===== config.mk =====
export PLATFORM = sky130hd
export DESIGN_NAME = artnet_dmx_to_pwm_parser_core
export DESIGN_NICKNAME = d
export VERILOG_FILES = /design/src/artdmx_pkg.sv /design/src/artdmx_front.sv /design/src/artdmx_cmd_fifo.sv /design/src/artdmx_back.sv /design/src/artdmx_pkg_top_placeholder.sv /design/src/artnet_dmx_to_pwm_parser_core.sv
export SDC_FILE = /design/constraint.sdc
export NUM_CORES = 1
export LEC_CHECK = 0
export ABC_AREA = 1
export BUFFER_PORTS_ARGS = -buffer_cell sky130_fd_sc_hd__buf_2
export CORE_ASPECT_RATIO = 0.7
export CORE_MARGIN = 2
export CORE_UTILIZATION = 56
export CTS_BUF_LIST = sky130_fd_sc_hd__clkbuf_8
export DETAILED_ROUTE_END_ITERATION = 16
export HOLD_SLACK_MARGIN = 0.15
export PLACE_DENSITY = 0.79
export SYNTH_ARGS = -nofsm -noshare
export SYNTH_HDL_FRONTEND = slang
export SYNTH_SLANG_ARGS = --single-unit

===== constraint.sdc =====
create_clock -name clk -period 3.51 [get_ports clk]
set_input_delay 0.351 -clock clk [delete_from_list [all_inputs] [get_ports clk]]
set_output_delay 0.351 -clock clk [all_outputs]
set_load 0.01 [all_outputs]

===== src/artdmx_pkg.sv =====
// Shared types, constants and helpers for the Art-Net DMX to PWM parser.
// No dependencies; every other file in src/ refers to this package by scoped names.
package artdmx_pkg;

	localparam int PWM_CHANNELS_DEF = 3;
	localparam int DMX_CHANNELS_DEF = 512;
	localparam int CMD_DEPTH        = 2;

	localparam logic [15:0] OPC_POLL   = 16'h2000;
	localparam logic [15:0] OPC_OUTPUT = 16'h5000;

	localparam logic [9:0] ID_LEN          = 10'd8;
	localparam logic [9:0] OPCODE_LO_POS   = 10'd8;
	localparam logic [9:0] OPCODE_HI_POS   = 10'd9;
	localparam logic [9:0] UNIVERSE_OFFSET = 10'd14;
	localparam logic [9:0] DATA_OFFSET     = 10'd18;
	localparam logic [9:0] POS_MAX         = 10'd1023;

	localparam logic [7:0] DUTY_RESET = 8'd64;

	localparam logic KIND_POLL = 1'b0;
	localparam logic KIND_DUTY = 1'b1;

	typedef logic [1:0] reg_idx_t;
	localparam reg_idx_t REG_SUB_NET      = 2'd0;
	localparam reg_idx_t REG_OUT_UNIVERSE = 2'd1;
	localparam reg_idx_t REG_START_ADDR   = 2'd2;

	typedef struct packed {
		logic [7:0] payload_byte;
		logic       end_of_packet;
	} item_t;

	typedef struct packed {
		logic       kind;
		logic [3:0] channel_index;
		logic [7:0] duty_value;
		logic       duty_changed;
		logic       restart_pwm;
		logic       last_result;
	} result_t;

	// Packet summary handed from the front end to the command queue.
	typedef struct packed {
		logic push;
		logic poll;
	} cmd_ctrl_t;

	// "Art-Net" followed by a zero byte.
	function automatic logic [7:0] ident_byte(input logic [2:0] idx);
		logic [7:0] r;
		case (idx)
			3'd0: r = 8'h41;
			3'd1: r = 8'h72;
			3'd2: r = 8'h74;
			3'd3: r = 8'h2D;
			3'd4: r = 8'h4E;
			3'd5: r = 8'h65;
			3'd6: r = 8'h74;
			default: r = 8'h00;
		endcase
		return r;
	endfunction

endpackage


===== src/artdmx_front.sv =====
// Front end: walks the payload bytes, checks header, opcode and universe, stages DMX data.
// At packet end it issues at most one command for the back end. Depends on artdmx_pkg.
module artdmx_front #(
	parameter int PWM_CHANNELS = artdmx_pkg::PWM_CHANNELS_DEF,
	parameter int DMX_CHANNELS = artdmx_pkg::DMX_CHANNELS_DEF
) (
	input  logic                            clk,
	input  logic                            arst_n,
	input  logic                            item_vld,
	input  artdmx_pkg::item_t               item,
	input  logic [3:0]                      sub_net,
	input  logic [3:0]                      out_universe,
	input  logic [9:0]                      start_addr,
	output artdmx_pkg::cmd_ctrl_t           cmd_ctrl,
	output logic [PWM_CHANNELS-1:0][7:0]    cmd_duty,
	output logic [PWM_CHANNELS-1:0]         cmd_valid
);

	logic [9:0]                    pos_q;
	logic                          id_ok_q;
	logic [15:0]                   opcode_q;
	logic                          umatch_q;
	logic [PWM_CHANNELS-1:0][7:0]  sduty_q;
	logic [PWM_CHANNELS-1:0]       svld_q;

	logic                          id_ok_n;
	logic [15:0]                   opcode_n;
	logic                          umatch_n;
	logic [PWM_CHANNELS-1:0][7:0]  sduty_n;
	logic [PWM_CHANNELS-1:0]       svld_n;
	logic [9:0]                    pos_n;
	logic                          poll_hit;
	logic                          out_hit;

	always_comb begin
		logic [7:0]  b;
		logic [10:0] addr;
		b        = item.payload_byte;
		addr     = '0;
		id_ok_n  = id_ok_q;
		opcode_n = opcode_q;
		umatch_n = umatch_q;
		sduty_n  = sduty_q;
		svld_n   = svld_q;
		if (pos_q < artdmx_pkg::ID_LEN) begin
			if (b != artdmx_pkg::ident_byte(pos_q[2:0]))
				id_ok_n = 1'b0;
		end else if (pos_q == artdmx_pkg::OPCODE_LO_POS) begin
			opcode_n[7:0] = b;
		end else if (pos_q == artdmx_pkg::OPCODE_HI_POS) begin
			opcode_n[15:8] = b;
		end else if (pos_q == artdmx_pkg::UNIVERSE_OFFSET) begin
			umatch_n = (b == {sub_net, out_universe});
		end else if (pos_q >= artdmx_pkg::DATA_OFFSET) begin
			for (int i = 0; i < PWM_CHANNELS; i++) begin
				addr = {1'b0, start_addr} + 11'(i);
				// DMX address a sits at byte offset 17 + a
				if (addr != 11'd0 && addr <= 11'(DMX_CHANNELS) &&
				    {2'b00, pos_q} == ({1'b0, addr} + 12'(artdmx_pkg::DATA_OFFSET) - 12'd1)) begin
					sduty_n[i] = b;
					svld_n[i]  = 1'b1;
				end
			end
		end
		pos_n    = (pos_q == artdmx_pkg::POS_MAX) ? pos_q : pos_q + 10'd1;
		// count >= 10 means this byte is at offset 9 or later
		poll_hit = id_ok_n && (pos_q >= artdmx_pkg::OPCODE_HI_POS) &&
		           (opcode_n == artdmx_pkg::OPC_POLL);
		out_hit  = id_ok_n && (pos_q >= artdmx_pkg::UNIVERSE_OFFSET) &&
		           (opcode_n == artdmx_pkg::OPC_OUTPUT) && umatch_n;
	end

	assign cmd_ctrl.push = item_vld && item.end_of_packet && (poll_hit || out_hit);
	assign cmd_ctrl.poll = poll_hit;
	assign cmd_duty      = sduty_n;
	assign cmd_valid     = svld_n;

	always_ff @(posedge clk or negedge arst_n) begin
		if (!arst_n) begin
			pos_q    <= '0;
			id_ok_q  <= 1'b1;
			opcode_q <= '0;
			umatch_q <= 1'b0;
			svld_q   <= '0;
		end else if (item_vld) begin
			if (item.end_of_packet) begin
				pos_q    <= '0;
				id_ok_q  <= 1'b1;
				opcode_q <= '0;
				umatch_q <= 1'b0;
				svld_q   <= '0;
			end else begin
				pos_q    <= pos_n;
				id_ok_q  <= id_ok_n;
				opcode_q <= opcode_n;
				umatch_q <= umatch_n;
				svld_q   <= svld_n;
			end
		end
	end

	always_ff @(posedge clk) begin
		if (item_vld)
			sduty_q <= sduty_n;
	end

endmodule


===== src/artdmx_cmd_fifo.sv =====
// Small command queue between the packet front end and the duty back end.
// Register based, head read combinationally. Depends on artdmx_pkg for its default depth.
module artdmx_cmd_fifo #(
	parameter int W     = 8,
	parameter int DEPTH = artdmx_pkg::CMD_DEPTH
) (
	input  logic         clk,
	input  logic         arst_n,
	input  logic         wr_en,
	input  logic [W-1:0] wr_data,
	input  logic         rd_en,
	output logic [W-1:0] rd_data,
	output logic         full,
	output logic         empty
);

	localparam int AW = (DEPTH > 1) ? $clog2(DEPTH) : 1;
	localparam int CW = $clog2(DEPTH + 1);

	logic [W-1:0]  mem_q [DEPTH];
	logic [AW-1:0] wp_q;
	logic [AW-1:0] rp_q;
	logic [CW-1:0] cnt_q;
	logic          do_wr;
	logic          do_rd;

	assign full    = (cnt_q == CW'(DEPTH));
	assign empty   = (cnt_q == '0);
	assign do_wr   = wr_en && !full;
	assign do_rd   = rd_en && !empty;
	assign rd_data = mem_q[rp_q];

	always_ff @(posedge clk or negedge arst_n) begin
		if (!arst_n) begin
			wp_q  <= '0;
			rp_q  <= '0;
			cnt_q <= '0;
		end else begin
			if (do_wr)
				wp_q <= (wp_q == AW'(DEPTH - 1)) ? '0 : wp_q + AW'(1);
			if (do_rd)
				rp_q <= (rp_q == AW'(DEPTH - 1)) ? '0 : rp_q + AW'(1);
			if (do_wr && !do_rd)
				cnt_q <= cnt_q + CW'(1);
			else if (do_rd && !do_wr)
				cnt_q <= cnt_q - CW'(1);
		end
	end

	always_ff @(posedge clk) begin
		if (do_wr)
			mem_q[wp_q] <= wr_data;
	end

endmodule


===== src/artdmx_back.sv =====
// Back end: executes queued commands, updates the stored PWM duties one channel per cycle
// when the result register is free or popped, and drives the result register. Depends on artdmx_pkg.
module artdmx_back #(
	parameter int PWM_CHANNELS = artdmx_pkg::PWM_CHANNELS_DEF
) (
	input  logic                          clk,
	input  logic                          arst_n,
	input  logic                          cmd_empty,
	input  logic                          cmd_poll,
	input  logic [PWM_CHANNELS-1:0][7:0]  cmd_duty,
	input  logic [PWM_CHANNELS-1:0]       cmd_valid,
	output logic                          cmd_pop,
	input  logic                          pop,
	output logic                          empty,
	output artdmx_pkg::result_t           result
);

	localparam int CW = (PWM_CHANNELS > 1) ? $clog2(PWM_CHANNELS) : 1;

	logic                         ovld_q;
	logic [CW-1:0]                ch_q;
	logic                         any_q;
	logic [PWM_CHANNELS-1:0][7:0] duty_q;
	artdmx_pkg::result_t          res_q;

	logic                         load;
	logic [7:0]                   old_duty;
	logic [7:0]                   new_duty;
	logic                         chg;
	logic                         fin;
	logic                         any_n;
	artdmx_pkg::result_t          res_n;

	assign load     = !cmd_empty && (!ovld_q || pop);
	assign old_duty = duty_q[ch_q];
	assign new_duty = cmd_valid[ch_q] ? cmd_duty[ch_q] : old_duty;
	assign chg      = (new_duty != old_duty);
	assign fin      = (ch_q == CW'(PWM_CHANNELS - 1));
	assign any_n    = any_q || chg;
	assign cmd_pop  = load && (cmd_poll || fin);

	always_comb begin
		if (cmd_poll) begin
			res_n.kind          = artdmx_pkg::KIND_POLL;
			res_n.channel_index = '0;
			res_n.duty_value    = '0;
			res_n.duty_changed  = 1'b0;
			res_n.restart_pwm   = 1'b0;
			res_n.last_result   = 1'b1;
		end else begin
			res_n.kind          = artdmx_pkg::KIND_DUTY;
			res_n.channel_index = 4'(ch_q);
			res_n.duty_value    = new_duty;
			res_n.duty_changed  = chg;
			res_n.restart_pwm   = fin && any_n;
			res_n.last_result   = fin;
		end
	end

	always_ff @(posedge clk or negedge arst_n) begin
		if (!arst_n) begin
			ovld_q <= 1'b0;
			ch_q   <= '0;
			any_q  <= 1'b0;
			duty_q <= {PWM_CHANNELS{artdmx_pkg::DUTY_RESET}};
		end else begin
			if (load)
				ovld_q <= 1'b1;
			else if (pop)
				ovld_q <= 1'b0;
			if (load && !cmd_poll) begin
				duty_q[ch_q] <= new_duty;
				if (fin) begin
					ch_q  <= '0;
					any_q <= 1'b0;
				end else begin
					ch_q  <= ch_q + CW'(1);
					any_q <= any_n;
				end
			end
		end
	end

	always_ff @(posedge clk) begin
		if (load)
			res_q <= res_n;
	end

	assign empty  = !ovld_q;
	assign result = res_q;

endmodule


===== src/artdmx_pkg_top_placeholder.sv =====
// Configuration register file for the Art-Net parser (APB write/read decode).
// Depends on artdmx_pkg.
module artdmx_regs (
	input  logic       clk,
	input  logic       arst_n,
	input  logic       psel,
	input  logic       penable,
	input  logic       pwrite,
	input  logic [3:0] paddr,
	input  logic [31:0] pwdata,
	output logic [31:0] prdata,
	output logic [3:0] sub_net,
	output logic [3:0] out_universe,
	output logic [9:0] start_addr
);

	logic [3:0] sub_net_q;
	logic [3:0] out_universe_q;
	logic [9:0] start_addr_q;
	logic       wr;
	artdmx_pkg::reg_idx_t idx;

	assign wr  = psel && penable && pwrite;
	assign idx = paddr[3:2];

	always_ff @(posedge clk or negedge arst_n) begin
		if (!arst_n) begin
			sub_net_q      <= 4'd0;
			out_universe_q <= 4'd1;
			start_addr_q   <= 10'd1;
		end else if (wr) begin
			case (idx)
				artdmx_pkg::REG_SUB_NET:      sub_net_q      <= pwdata[3:0];
				artdmx_pkg::REG_OUT_UNIVERSE: out_universe_q <= pwdata[3:0];
				artdmx_pkg::REG_START_ADDR:   start_addr_q   <= pwdata[9:0];
				default: ;
			endcase
		end
	end

	always_comb begin
		case (idx)
			artdmx_pkg::REG_SUB_NET:      prdata = {28'd0, sub_net_q};
			artdmx_pkg::REG_OUT_UNIVERSE: prdata = {28'd0, out_universe_q};
			artdmx_pkg::REG_START_ADDR:   prdata = {22'd0, start_addr_q};
			default:                      prdata = '0;
		endcase
	end

	assign sub_net      = sub_net_q;
	assign out_universe = out_universe_q;
	assign start_addr   = start_addr_q;

endmodule


===== src/artnet_dmx_to_pwm_parser_core.sv =====
// Channel   Handshake              Payload
// item      push / full            artdmx_pkg::item_t   (payload_byte, end_of_packet)
// result    pop / empty            artdmx_pkg::result_t (kind .. last_result)
// config    APB psel/penable/...   sub_net @0x0, out_universe @0x4, pwm_start_address @0x8
//
// One payload byte is taken per cycle unless the command queue is full; the front end does a compare
// and a capture per byte. At packet end a command enters a two-entry queue; the back end emits
// one result per cycle when its register is free or popped: PWM_CHANNELS per DMX output, one per poll.
// full rises only while the command queue is full; results drain through one output register.
// Reset is asynchronous, active low, and needs no clearing pass.
module artnet_dmx_to_pwm_parser_core #(
	parameter int PWM_CHANNELS = artdmx_pkg::PWM_CHANNELS_DEF,
	parameter int DMX_CHANNELS = artdmx_pkg::DMX_CHANNELS_DEF
) (
	input  logic                clk,
	input  logic                arst_n,
	input  logic                psel,
	input  logic                penable,
	input  logic                pwrite,
	input  logic [3:0]          paddr,
	input  logic [31:0]         pwdata,
	output logic [31:0]         prdata,
	output logic                pready,
	input  logic                push,
	output logic                full,
	input  artdmx_pkg::item_t   item,
	input  logic                pop,
	output logic                empty,
	output artdmx_pkg::result_t result
);

	localparam int CMD_W = 1 + 9 * PWM_CHANNELS;

	logic [3:0]                   sub_net;
	logic [3:0]                   out_universe;
	logic [9:0]                   start_addr;
	logic                         item_vld;
	artdmx_pkg::cmd_ctrl_t        cmd_ctrl;
	logic [PWM_CHANNELS-1:0][7:0] fr_duty;
	logic [PWM_CHANNELS-1:0]      fr_valid;
	logic [CMD_W-1:0]             q_wdata;
	logic [CMD_W-1:0]             q_rdata;
	logic                         q_full;
	logic                         q_empty;
	logic                         q_pop;
	logic                         hd_poll;
	logic [PWM_CHANNELS-1:0][7:0] hd_duty;
	logic [PWM_CHANNELS-1:0]      hd_valid;

	assign pready   = 1'b1;
	assign full     = q_full;
	assign item_vld = push && !q_full;

	artdmx_regs u_regs (
		.clk          (clk),
		.arst_n       (arst_n),
		.psel         (psel),
		.penable      (penable),
		.pwrite       (pwrite),
		.paddr        (paddr),
		.pwdata       (pwdata),
		.prdata       (prdata),
		.sub_net      (sub_net),
		.out_universe (out_universe),
		.start_addr   (start_addr)
	);

	artdmx_front #(
		.PWM_CHANNELS (PWM_CHANNELS),
		.DMX_CHANNELS (DMX_CHANNELS)
	) u_front (
		.clk          (clk),
		.arst_n       (arst_n),
		.item_vld     (item_vld),
		.item         (item),
		.sub_net      (sub_net),
		.out_universe (out_universe),
		.start_addr   (start_addr),
		.cmd_ctrl     (cmd_ctrl),
		.cmd_duty     (fr_duty),
		.cmd_valid    (fr_valid)
	);

	assign q_wdata = {cmd_ctrl.poll, fr_duty, fr_valid};

	artdmx_cmd_fifo #(
		.W     (CMD_W),
		.DEPTH (artdmx_pkg::CMD_DEPTH)
	) u_cmdq (
		.clk     (clk),
		.arst_n  (arst_n),
		.wr_en   (cmd_ctrl.push),
		.wr_data (q_wdata),
		.rd_en   (q_pop),
		.rd_data (q_rdata),
		.full    (q_full),
		.empty   (q_empty)
	);

	assign {hd_poll, hd_duty, hd_valid} = q_rdata;

	artdmx_back #(
		.PWM_CHANNELS (PWM_CHANNELS)
	) u_back (
		.clk       (clk),
		.arst_n    (arst_n),
		.cmd_empty (q_empty),
		.cmd_poll  (hd_poll),
		.cmd_duty  (hd_duty),
		.cmd_valid (hd_valid),
		.cmd_pop   (q_pop),
		.pop       (pop),
		.empty     (empty),
		.result    (result)
	);

`ifndef NO_ASSERTIONS
	// the final duty report of a packet always belongs to the highest channel
	a_last_channel: assert property (@(posedge clk) disable iff (!arst_n)
		(!empty && result.kind == artdmx_pkg::KIND_DUTY && result.last_result) |->
		(result.channel_index == 4'(PWM_CHANNELS - 1)))
		else $error("last duty report not on the highest channel");

	a_restart_last: assert property (@(posedge clk) disable iff (!arst_n)
		(!empty && result.restart_pwm) |-> result.last_result)
		else $error("restart flag on a non-final result");

	a_poll_shape: assert property (@(posedge clk) disable iff (!arst_n)
		(!empty && result.kind == artdmx_pkg::KIND_POLL) |->
		(result.last_result && result.channel_index == 4'd0 && !result.duty_changed))
		else $error("malformed poll request result");

	// a command is never lost: the front end only issues one while the queue has room
	a_no_drop: assert property (@(posedge clk) disable iff (!arst_n)
		cmd_ctrl.push |-> !q_full)
		else $error("packet command issued into a full queue");
`endif

endmodule


==> out/results.ini <==
[timing]
maxSlewHeadroom = 0.373
period_needed_ps = 3250
setup-violations-final = 0
final_hold_viol_count = 0
setup_slack_ps = 255
fmax_mhz = 307
fin_skew_ps = 13.1
worst_pin_slew_ps = 941
period_share = 0.927
fin_tns_setup_ps = 0
slew_viol_final = 0
rsz0062_at_grt = no

[floorplan]
io_pins = 103
die_w_um = 167
start_util = 0.574
coreArea_um2 = 18100
dieArea_um2 = 19600
die_h_um = 118
num_rows = 41

[synthesis]
ys_seq_elements = 175
async_reset_ff_frac = 0.463
yosysMostFrequentCell = nand2_1
synthTopCellsByArea = edfxtp_1, dfrtp_1, nand2_1
synth_cells = 1339
yosys-top-cells-count = nand2_1, nor2_1, inv_1
synth.yosys.seq_area_share = 0.469
yosysTopAreaCell = edfxtp_1
syn_area_um2 = 10400
yosysTopAreaCellShare = 0.273
synth-edff-count = 94
synth.distinct_cells = 43
syn_avg_cell_area_um2 = 7.74
yosys_warnings = 0
ys.flop_type = edfxtp_1

[clocking]
cts-buffers-inserted = 17
path_clk_slew_ps = 90
worstSkewPairLatency_ps = 460
cts_tree = yes
cts.sinks = 175
root_buffer = clkbuf_8
clock_path_buffers = 2
cts.htree.levels = 4

[min_path]
hold_path_class = in2reg
hold_path_end = u_regs.start_addr[1]
hp-start = pwdata[1]
whs_path_depth = 3

[drt]
route.detailed.drc = 0
finalWirelength_um = 26700
detail_route.wl_per_cell_um = 16.1
first_iter_violations = 1084
drtPass1Iterations = 7
ant_nets = 0
vias_per_cell = 5.58
vias = 9244

[worst_setup_path]
regToRegStartpoint = u_regs.start_addr[0]
crit_arrival_ps = 3450
endpoint_kind = register
crit_required_ps = 3700
critPathLaunchType = register
path_class = reg2reg
r2r_cells = 15
r2r_end = u_cmdq.mem_q[0][17]
rrSetupSlack_ps = 260
cp_max_fo = 9

[power_and_ir_drop]
power_density_nw_per_um2 = 681
internal_power_mw = 4.49
power.total_mw = 7.76
p_comb_frac = 0.419
p_seq_frac = 0.379
vdd_drop_max_mv = 0.395
p_clk_frac = 0.202
p_leak_nw = 5.37
switching_power_mw = 3.27
swShare = 0.422

[global_routing]
grt_max_degree = 69
grt_pass1_wl_um = 42900
grt.overflow.total = 0
grt_pass1_vias = 8225
antenna_found_initial = 0
grtUsageTotal = 0.276

[job]
cap_violations = 0

[place]
io_buffer_count = 53
finalWeightedCongestion = 0.971
dpl.hpwl_um = 19500
dp_slack_ps = 189

[final_layout]
final_util = 0.632
area_growth_pct = 10.1
insertedDiodeCount = 0
finalNetCount = 1474
layout-drive-gt1-share = 0.117
fill_cells = 1576

[outcome]
outcome = completed

[worst max-delay path, cell delays in order (launching register included)]
cell and delay, ps:
dfstp_2 620, buf_4 190, ha_1 300, inv_1 120
nor2_1 320, nand3_1 120, nand2_1 120, nand2_1 70
nor2_1 190, nand2_1 80, nand2_1 70, nand2_1 40
inv_1 90, nand3_2 240, o21ai_0 280, nand2_1 140
[routing by layer]
layer,vias up,track usage,share of wire
met4,0,0.0582,0.010
li1,4472,-,-
met3,32,0.0911,0.13
met5,-,0,0
met2,486,0.382,0.40
met1,4254,0.422,0.46
[final cells by class]
cell class,count,area (um^2),area share
tap,236,295,0.0259
multi-input combinational,992,4750,0.416
sequential,175,4860,0.426
inverter,137,514,0.0451
timing repair buffer,84,548,0.0481
clock inverter,15,208,0.0182
clock buffer,17,234,0.0205
[flip-flops by register name (all words and copies together) (netlist names), 2 cells and up]
signal               cells
u_back.result           14
u_front.sduty_q         24
u_regs.sub_net           4
u_front.svld_q           3
u_cmdq.cnt_q             2
u_regs.out_universe      4
u_regs.start_addr       10
u_cmdq.mem_q            56
u_back.duty_q           24
u_front.pos_q           10
u_front.opcode_q        16
u_back.ch_q              2
[cells by family after synthesis]
| family | Yosys count | share of synthesized area |
|---|---|---|
| adders and majority gates | 15 | 0.0181 |
| and+or+nand+nor | 741 | 0.304 |
| AOI/OAI and AO/OA | 189 | 0.106 |
| xor gates and xnor gates | 22 | 0.0186 |
| DFF | 175 | 0.469 |
| buffers and inverters | 195 | 0.0832 |
| other | 2 | 0.000725 |
[cell usage in the layout, fill, tap and decap left out, types with 3 or more instances in the layout]
cell type	n
buf_4	21
clkbuf_8	17
nor2_1	156
nand3_2	6
a21oi_1	26
clkinvlp_4	3
inv_2	6
nor2_4	8
ha_1	15
nand3b_1	8
dfrtp_1	75
o21bai_1	6
nor3_1	12
o21ai_1	3
nand2_4	3
o21ai_2	11
xor2_1	14
dfstp_2	6
edfxtp_1	94
a22o_1	6
inv_1	129
xnor2_1	8
o21ai_0	102
nand4_1	7
nand3_1	116
buf_2	52
clkinv_1	4
nand2_2	8
a221oi_1	3
nand2_1	401
bufinv_16	4
nor2_2	10
conb_1	25
dlygate4sd3_1	9
o211ai_1	10
o22ai_1	15
[what timing repair did]
item,in CTS,in global routing
hold endpoints to repair,69,0
hold buffers,9,0
setup endpoints to repair,0,55
resized for setup,0,7
buffers inserted,0,0
[power groups by stage]
stage | clock, mW | sequential, mW | combinational [mW]
finish | 1.57 | 2.94 | 3.25
detailed placement | 0 | 2.98 | 3.18
global placement | 0 | 2.96 | 3.08
floorplan | 0 | 2.93 | 2.33
CTS | 1.58 | 2.94 | 3.20
global route | 1.65 | 2.99 | 3.68
[per-stage QoR]
stage               instance area [um^2]  cells  hold slack (ps)
detailed placement                 10900   1615              480
finish                             11400   1656              193
global route                       11400   1656              204
floorplan                          10400   1362             55.4
CTS                                11400   1656              177
global placement                   10900   1615              467
[worst max path at each step]
stage                               startpoint             endpoint  slack, ps  depth (start not counted)
after global placement        u_front.pos_q[0]      u_cmdq.cnt_q[1]        320                         19
after detailed placement      u_front.pos_q[0]      u_cmdq.cnt_q[1]        190                         19
final                     u_regs.start_addr[0]  u_cmdq.mem_q[0][17]        260                         15
after global routing      u_regs.start_addr[0]  u_cmdq.mem_q[0][16]          5                         15
after floorplan               u_front.pos_q[1]   u_cmdq.mem_q[0][0]        430                         13
after CTS                     u_front.pos_q[0]      u_cmdq.cnt_q[1]        170                         19
(Power assumes the default switching activity.)
